[src/tcg_pkg.sv]
`timescale 1ns / 1ps
// Shared types and constants for the text cell glyph renderer.
// Used by tcg_ctrl, tcg_datapath and text_cell_glyph_renderer; depends on nothing.

package tcg_pkg;

    // Counter width for a position inside a glyph; covers glyph sizes up to 16.
    localparam int GLYPH_IDX_W = 4;

    localparam logic MODE_WRITE  = 1'b0;
    localparam logic MODE_RENDER = 1'b1;

    typedef enum logic [1:0] {
        CFG_GLYPH_WIDTH    = 2'd0,
        CFG_GLYPH_HEIGHT   = 2'd1,
        CFG_SCREEN_COLUMNS = 2'd2,
        CFG_SCREEN_ROWS    = 2'd3
    } cfg_index_t;

    typedef struct packed {
        logic        mode;
        logic [6:0]  cell_column;
        logic [5:0]  cell_row;
        logic [7:0]  symbol;
        logic [11:0] fore_color;
        logic [11:0] back_color;
        logic [2:0]  glyph_col;
        logic [2:0]  glyph_row;
        logic [7:0]  coverage;
    } item_t;

    typedef struct packed {
        logic [9:0] pixel_x;
        logic [8:0] pixel_y;
        logic [7:0] red;
        logic [7:0] green;
        logic [7:0] blue;
        logic       last_pixel;
    } pixel_t;

    // Command from the controller to the datapath for one cycle.
    typedef struct packed {
        logic                   issue;   // read one glyph pixel and push it down the pipe
        logic                   wr;      // write a coverage byte into the glyph store
        logic                   sym_ok;  // symbol lies inside the store
        logic [7:0]             sym;
        logic [GLYPH_IDX_W-1:0] u;
        logic [GLYPH_IDX_W-1:0] v;
        logic [7:0]             cov;
        logic [9:0]             x;
        logic [8:0]             y;
        logic                   last;
        logic [11:0]            fore;
        logic [11:0]            back;
    } cmd_t;

endpackage

[src/tcg_ctrl.sv]
`timescale 1ns / 1ps
// Controller: configuration registers, item intake and the per-cell pixel sequencer.
// Depends on tcg_pkg; drives the command word for tcg_datapath.

module tcg_ctrl #(
    parameter int MAX_GLYPH_W = 8,
    parameter int MAX_GLYPH_H = 8,
    parameter int GLYPH_COUNT = 256,
    parameter int MAX_COLUMNS = 128,
    parameter int MAX_ROWS    = 64
) (
    input  logic                clk,
    input  logic                rst_n,
    input  logic                item_valid,
    output logic                item_stall,
    input  tcg_pkg::item_t      item,
    input  logic                cfg_valid,
    output logic                cfg_ready,
    input  tcg_pkg::cfg_index_t cfg_index,
    input  logic [7:0]          cfg_data,
    input  logic                advance,
    output tcg_pkg::cmd_t       cmd
);

    localparam int GW_W  = $clog2(MAX_GLYPH_W + 1);
    localparam int GH_W  = $clog2(MAX_GLYPH_H + 1);
    localparam int COL_W = $clog2(MAX_COLUMNS + 1);
    localparam int ROW_W = $clog2(MAX_ROWS + 1);
    localparam int IW    = tcg_pkg::GLYPH_IDX_W;

    localparam int GW_RST   = (8 > MAX_GLYPH_W) ? MAX_GLYPH_W : 8;
    localparam int GH_RST   = (8 > MAX_GLYPH_H) ? MAX_GLYPH_H : 8;
    localparam int COLS_RST = (80 > MAX_COLUMNS) ? MAX_COLUMNS : 80;
    localparam int ROWS_RST = (25 > MAX_ROWS) ? MAX_ROWS : 25;

    typedef enum logic {
        ST_IDLE,
        ST_RENDER
    } state_t;

    state_t          state_reg, state_next;
    logic [GW_W-1:0]  gw_reg, gw_next;
    logic [GH_W-1:0]  gh_reg, gh_next;
    logic [COL_W-1:0] cols_reg, cols_next;
    logic [ROW_W-1:0] rows_reg, rows_next;
    logic [7:0]       sym_reg, sym_next;
    logic             sym_ok_reg, sym_ok_next;
    logic [11:0]      fore_reg, fore_next;
    logic [11:0]      back_reg, back_next;
    logic [IW-1:0]    u_reg, u_next;
    logic [IW-1:0]    v_reg, v_next;
    logic [9:0]       x_reg, x_next;
    logic [8:0]       y_reg, y_next;
    logic [9:0]       base_x_reg, base_x_next;

    logic accept;
    logic cfg_write;
    logic on_screen;
    logic write_ok;
    logic row_end;
    logic render_last;

    assign item_stall = (state_reg != ST_IDLE);
    assign cfg_ready  = 1'b1;
    assign accept     = item_valid && !item_stall;
    assign cfg_write  = cfg_valid && cfg_ready;

    assign on_screen = (32'(item.cell_column) < 32'(cols_reg))
                    && (32'(item.cell_row) < 32'(rows_reg));
    assign write_ok  = (32'(item.symbol) < 32'(GLYPH_COUNT))
                    && (32'(item.glyph_col) < 32'(MAX_GLYPH_W))
                    && (32'(item.glyph_row) < 32'(MAX_GLYPH_H));

    assign row_end     = (32'(u_reg) == 32'(gw_reg) - 32'd1);
    assign render_last = row_end && (32'(v_reg) == 32'(gh_reg) - 32'd1);

    always_comb
    begin
        state_next  = state_reg;
        gw_next     = gw_reg;
        gh_next     = gh_reg;
        cols_next   = cols_reg;
        rows_next   = rows_reg;
        sym_next    = sym_reg;
        sym_ok_next = sym_ok_reg;
        fore_next   = fore_reg;
        back_next   = back_reg;
        u_next      = u_reg;
        v_next      = v_reg;
        x_next      = x_reg;
        y_next      = y_reg;
        base_x_next = base_x_reg;

        // Register values are saturated into their legal range as they are written.
        if (cfg_write)
        begin
            case (cfg_index)
                tcg_pkg::CFG_GLYPH_WIDTH:
                begin
                    if (cfg_data[3:0] == 4'd0)
                        gw_next = GW_W'(1);
                    else if (32'(cfg_data[3:0]) > 32'(MAX_GLYPH_W))
                        gw_next = GW_W'(MAX_GLYPH_W);
                    else
                        gw_next = GW_W'(cfg_data[3:0]);
                end
                tcg_pkg::CFG_GLYPH_HEIGHT:
                begin
                    if (cfg_data[3:0] == 4'd0)
                        gh_next = GH_W'(1);
                    else if (32'(cfg_data[3:0]) > 32'(MAX_GLYPH_H))
                        gh_next = GH_W'(MAX_GLYPH_H);
                    else
                        gh_next = GH_W'(cfg_data[3:0]);
                end
                tcg_pkg::CFG_SCREEN_COLUMNS:
                begin
                    if (cfg_data == 8'd0)
                        cols_next = COL_W'(1);
                    else if (32'(cfg_data) > 32'(MAX_COLUMNS))
                        cols_next = COL_W'(MAX_COLUMNS);
                    else
                        cols_next = COL_W'(cfg_data);
                end
                tcg_pkg::CFG_SCREEN_ROWS:
                begin
                    if (cfg_data[6:0] == 7'd0)
                        rows_next = ROW_W'(1);
                    else if (32'(cfg_data[6:0]) > 32'(MAX_ROWS))
                        rows_next = ROW_W'(MAX_ROWS);
                    else
                        rows_next = ROW_W'(cfg_data[6:0]);
                end
                default:
                begin
                end
            endcase
        end

        case (state_reg)
            ST_IDLE:
            begin
                if (accept && item.mode == tcg_pkg::MODE_RENDER && on_screen)
                begin
                    state_next  = ST_RENDER;
                    sym_next    = item.symbol;
                    sym_ok_next = (32'(item.symbol) < 32'(GLYPH_COUNT));
                    fore_next   = item.fore_color;
                    back_next   = item.back_color;
                    u_next      = '0;
                    v_next      = '0;
                    base_x_next = 10'(32'(item.cell_column) * 32'(gw_reg));
                    x_next      = 10'(32'(item.cell_column) * 32'(gw_reg));
                    y_next      = 9'(32'(item.cell_row) * 32'(gh_reg));
                end
            end
            ST_RENDER:
            begin
                if (advance)
                begin
                    if (render_last)
                    begin
                        state_next = ST_IDLE;
                    end
                    else if (row_end)
                    begin
                        u_next = '0;
                        v_next = v_reg + IW'(1);
                        x_next = base_x_reg;
                        y_next = y_reg + 9'd1;
                    end
                    else
                    begin
                        u_next = u_reg + IW'(1);
                        x_next = x_reg + 10'd1;
                    end
                end
            end
            default:
            begin
                state_next = ST_IDLE;
            end
        endcase
    end

    always_ff @(posedge clk or negedge rst_n)
    begin
        if (!rst_n)
        begin
            state_reg  <= ST_IDLE;
            gw_reg     <= GW_W'(GW_RST);
            gh_reg     <= GH_W'(GH_RST);
            cols_reg   <= COL_W'(COLS_RST);
            rows_reg   <= ROW_W'(ROWS_RST);
            sym_reg    <= '0;
            sym_ok_reg <= 1'b0;
            fore_reg   <= '0;
            back_reg   <= '0;
            u_reg      <= '0;
            v_reg      <= '0;
            x_reg      <= '0;
            y_reg      <= '0;
            base_x_reg <= '0;
        end
        else
        begin
            state_reg  <= state_next;
            gw_reg     <= gw_next;
            gh_reg     <= gh_next;
            cols_reg   <= cols_next;
            rows_reg   <= rows_next;
            sym_reg    <= sym_next;
            sym_ok_reg <= sym_ok_next;
            fore_reg   <= fore_next;
            back_reg   <= back_next;
            u_reg      <= u_next;
            v_reg      <= v_next;
            x_reg      <= x_next;
            y_reg      <= y_next;
            base_x_reg <= base_x_next;
        end
    end

    // While idle the store address comes straight from a write word.
    always_comb
    begin
        cmd.issue  = (state_reg == ST_RENDER) && advance;
        cmd.wr     = accept && (item.mode == tcg_pkg::MODE_WRITE) && write_ok;
        cmd.sym_ok = sym_ok_reg;
        cmd.sym    = (state_reg == ST_IDLE) ? item.symbol : sym_reg;
        cmd.u      = (state_reg == ST_IDLE) ? IW'(item.glyph_col) : u_reg;
        cmd.v      = (state_reg == ST_IDLE) ? IW'(item.glyph_row) : v_reg;
        cmd.cov    = item.coverage;
        cmd.x      = x_reg;
        cmd.y      = y_reg;
        cmd.last   = render_last;
        cmd.fore   = fore_reg;
        cmd.back   = back_reg;
    end

`ifndef ASSERT_OFF
    a_last_ends_cell: assert property (@(posedge clk) disable iff (!rst_n)
        (state_reg == ST_RENDER && advance && render_last) |=> (state_reg == ST_IDLE))
        else $error("sequencer did not return to idle after the last pixel");

    a_hold_on_stall: assert property (@(posedge clk) disable iff (!rst_n)
        (state_reg == ST_RENDER && !advance)
        |=> (state_reg == ST_RENDER && $stable(u_reg) && $stable(v_reg) && $stable(x_reg)))
        else $error("pixel position moved while the pipeline was held");

    a_issue_in_glyph: assert property (@(posedge clk) disable iff (!rst_n)
        cmd.issue |-> (32'(u_reg) < 32'(gw_reg)) && (32'(v_reg) < 32'(gh_reg)))
        else $error("pixel read outside the configured glyph size");

    a_write_only_idle: assert property (@(posedge clk) disable iff (!rst_n)
        cmd.wr |-> (state_reg == ST_IDLE) && !cmd.issue)
        else $error("glyph store write during a cell render");
`endif

endmodule

[config.mk]
export PLATFORM = sky130hd
export DESIGN_NAME = tcg_ctrl
export DESIGN_NICKNAME = d
export VERILOG_FILES = /design/src/tcg_pkg.sv /design/src/tcg_ctrl.sv
export SDC_FILE = /design/constraint.sdc
export NUM_CORES = 1
export LEC_CHECK = 0
export BUFFER_PORTS_ARGS = -buffer_cell sky130_fd_sc_hd__buf_2
export CAP_MARGIN = 0
export CORE_MARGIN = 10
export CORE_UTILIZATION = 50
export DETAILED_ROUTE_END_ITERATION = 10
export GPL_TIMING_DRIVEN = 0
export PLACE_DENSITY = 0.78
export SYNTH_ARGS = -nofsm -noshare
export SYNTH_HDL_FRONTEND = slang
export SYNTH_SLANG_ARGS = --single-unit
[constraint.sdc]
create_clock -name clk -period 3.3 [get_ports clk]
set_input_delay 0.165 -clock clk [delete_from_list [all_inputs] [get_ports clk]]
set_output_delay 0.165 -clock clk [all_outputs]
set_load 0.02 [all_outputs]
==> run_results.csv <==
group,metric,value,unit
synthesis,synth_cell_type_count,55,
synthesis,mappedNetlistArea,6360,µm²
sta,clock_skew,10.7,ps
sta,max-slew-margin-rel,0.402,
final_layout,drive_above_1_share,0.350,
sta,finalSetupViolCount,5,
cts,clock-root-buffer,"clkbuf_16",
worst_setup_path,crit_arrival,3830,ps
floorplanning,rows,41,
worst_setup_path,crit_type,"register to register",
cts,numCtsBuffers,9,
grt,antenna_found_initial,3,
synthesis,synth-seq-cells,94,
sta,timing.fmax,0.282,GHz
worst_setup_path,worstReg2RegStart,"gw_reg[3]",
sta,final_max_slew_viol_count,0,
placed_design,place_inst,967,
synthesis,syn_avg_cell_area,9.70,µm²
worst_setup_path,cpLargestDelayFamily,"adder cells",
worst_setup_path,cp-startpoint,"gw_reg[3]",
worst_setup_path,rrSetupSlack,-250,ps
worst_setup_path,crit_path_end,"x_reg[9]",
floorplanning,core-area,12500,µm²
final_layout,syn_to_final_growth,23.1,%
synthesis,yosys_warnings,0,
power_and_ir_drop,ir_worst_vdd,499,µV
worst_setup_path,critical_path.cell_chain,"nand2_4 -> fa_1 -> inv_1 -> fa_1 -> ha_1 -> a21oi_2 -> nor2b_2 -> o21a_1 -> o21a_1 -> o41a_1 -> xnor2_1 -> a211oi_1 -> a21oi_1",
sta,worstMarginPinSlew,887,ps
worst_setup_path,crit_path_top_delay_cell,"dfstp_2",
final_layout,n_fill_cell,1095,
sta,layout_setup_ws,-251,ps
worst_setup_path,r2r_cells,13,
synthesis,yosysSeqAreaShare,0.371,
final_layout,most-common-layout-cells,"144 x buf_2, 84 x nand2_1, 83 x dfrtp_1, 56 x mux2_2, 48 x o21ai_0",
status,status,"finished with violations",
worst_setup_path,cpPeakStageDelay,580,ps
cts,clk_path_buf_depth,2,
synthesis,syn_nets,791,
worst_setup_path,critPathLaunchType,"register",
worst_setup_path,worstSetupEndpointType,"register",
worst_setup_path,worst-path-buf-inv,1,
grt,grt_pass1_wl,25900,µm
placed_design,numPortBuffers,138,
routing,wirelength,15600,µm
status,violations,"setup timing",
cts,clkLatencyLatePin,360,ps
power_and_ir_drop,p_leak,3.84,nW
routing,antenna_left,0,
worst_setup_path,cp_max_fo,4,
synthesis,synth_edf_count,0,
cts,cts.sinks,94,
final_layout,mostFrequentLayoutCell,"buf_2",
power_and_ir_drop,p_total,5.85,mW
synthesis,synthCells,656,
placed_design,hpwl,12200,µm
final_layout,instances_no_fill,995,
sta,rsz0062_at_grt,"yes",
worst_setup_path,cp.required,3580,ps
job,cap_violations,0,
synthesis,yosysTopAreaCell,"dfrtp_1",
grt,grt_max_degree,55,
sta,hold_viol_final,0,
floorplanning,start_util,0.508,
grt,grt_overflow_total,0,
sta,period_share,1.08,
floorplanning,chipWidth,133,µm
cts,cts.clk_slew.worst_paths,70,ps
min_path,hp-class,"input port to register",
routing,drc_errors,0,
floorplanning,ioPinCount,148,
routing,drtPass1Iterations,4,
synthesis,synth_ff_type,"dfrtp_1",
routing,first_iter_violations,556,
synthesis,ys_top_cells_by_area,"dfrtp_1 34%, mux2_2 10%, ha_1 8.3%",
worst_setup_path,r2r_end,"x_reg[9]",
routing,viasPerCell,5.21,
worst_setup_path,cp.depth,13,
placed_design,gp_congestion,0.825,
final_layout,layout.nets,950,
routing,wire_per_inst,15.7,µm
sta,period_minus_slack,3550,ps
power_and_ir_drop,pwr_density_cell,747,nW/µm²
routing,via_count,5186,
synthesis,synth_top_cell_area_share,0.342,
cts,h-tree-depth,3,
floorplanning,die_y,133,µm
synthesis,synthArstFlopShare,1.00,
cts,cts_tree,"built",
grt,grt_pass1_vias,5312,
grt,track_usage,0.176,
floorplanning,dieArea,17600,µm²
[layer usage]
layer  vias up  track usage  part of all wire
li1       2537            -                 -
met1      2467        0.216              0.43
met2       159        0.284              0.47
met3        23       0.0568             0.080
met4         0       0.0642             0.021
met5         -            0                 0
[power by group]
group | switching (mW) | leakage [nW] | internal [mW]
registers | 0.328 | 1.13 | 1.59
logic | 1.59 | 2.54 | 1.21
clock network | 0.450 | 0.163 | 0.683
total | 2.37 | 3.84 | 3.47
[cells by family (layout without fill, tap and decap cells)]
group / after synthesis / in the layout / synth area share
AOI/OAI and AO/OA: 114 / 114 / 0.109
xor gates and xnor gates: 29 / 29 / 0.0399
adders and majority gates: 60 / 60 / 0.139
buffers and inverters: 88 / 252 / 0.0653
DFF: 94 / 94 / 0.371
muxes: 64 / 64 / 0.113
other: 1 / 4 / 0.000590
and+or+nand+nor: 206 / 206 / 0.162
[layout make-up]
| class | instances | area (µm²) | area share |
|---|---|---|---|
| antenna | 3 | 7.51 | 0.000959 |
| timing repair buffer | 153 | 828 | 0.106 |
| multi-input combinational | 474 | 3690 | 0.472 |
| sequential | 94 | 2370 | 0.302 |
| inverter | 49 | 184 | 0.0235 |
| buffer | 34 | 211 | 0.0270 |
| clock inverter | 6 | 83.8 | 0.0107 |
| clock buffer | 10 | 239 | 0.0305 |
| tap | 172 | 215 | 0.0275 |
[per-stage QoR]
step                      TNS, ps  setup WS [ps]  hold slack [ps]  utilization  area (µm²)
after floorplan              -121          -63.7             -131            -        6380
after global placement      -1370           -297              396        0.582        7280
after detailed placement    -1670           -316              181        0.584        7310
after CTS                    -611           -185             26.0        0.618        7730
after global routing        -1430           -359             41.3        0.625        7830
final                        -669           -251             39.8        0.626        7830
[worst register-to-register path, cell delays in order, from the launching register on]
cell      delay [ps]
dfstp_2          580
nand2_4           60
fa_1             530
inv_1             50
fa_1             470
ha_1             310
a21oi_2          170
nor2b_2           70
o21a_1           190
o21a_1           200
o41a_1           320
xnor2_1          270
a211oi_1         120
a21oi_1          130
[repair_timing]
action | CTS | global route
pin swaps | 12 | 18
hold endpoints to repair | 33 | 0
hold buffers | 1 | 0
endpoints found under the setup margin | 8 | 9
buffers inserted | 6 | 8
resized for setup | 14 | 13
[cells in the mapped netlist, types with 4 or more instances]
master and number:
buf_2 8, nand2_1 86, xor2_1 11, o21a_1 4, a21oi_1 22, inv_1 47, a21o_1 10, buf_4 12
dfstp_2 7, buf_6 4, dfrtp_1 87, nand2b_1 12, xnor2_1 18, o21ai_0 52, nor2b_1 5, o22ai_1 4
mux2_2 57, nand3_1 17, nor2_1 20, mux2i_1 6, o211ai_1 5, nand3b_1 4, and2_1 34, clkbuf_1 15
fa_1 18, ha_1 42, nor3_1 8, nand4b_1 4
[worst min-delay path by stage]
stage                  start          end  slack [ps]  cells after the start
detailed placement     rst_n  fore_reg[4]         180                      1
CTS                 item[17]  back_reg[3]          30                      2
global placement    item[18]  back_reg[4]         400                      2
finish              item[17]  back_reg[3]          40                      2
global route        item[17]  back_reg[3]          40                      2
floorplan              rst_n  back_reg[0]        -130                      0
Note: power is estimated with default switching activity, not from simulation.
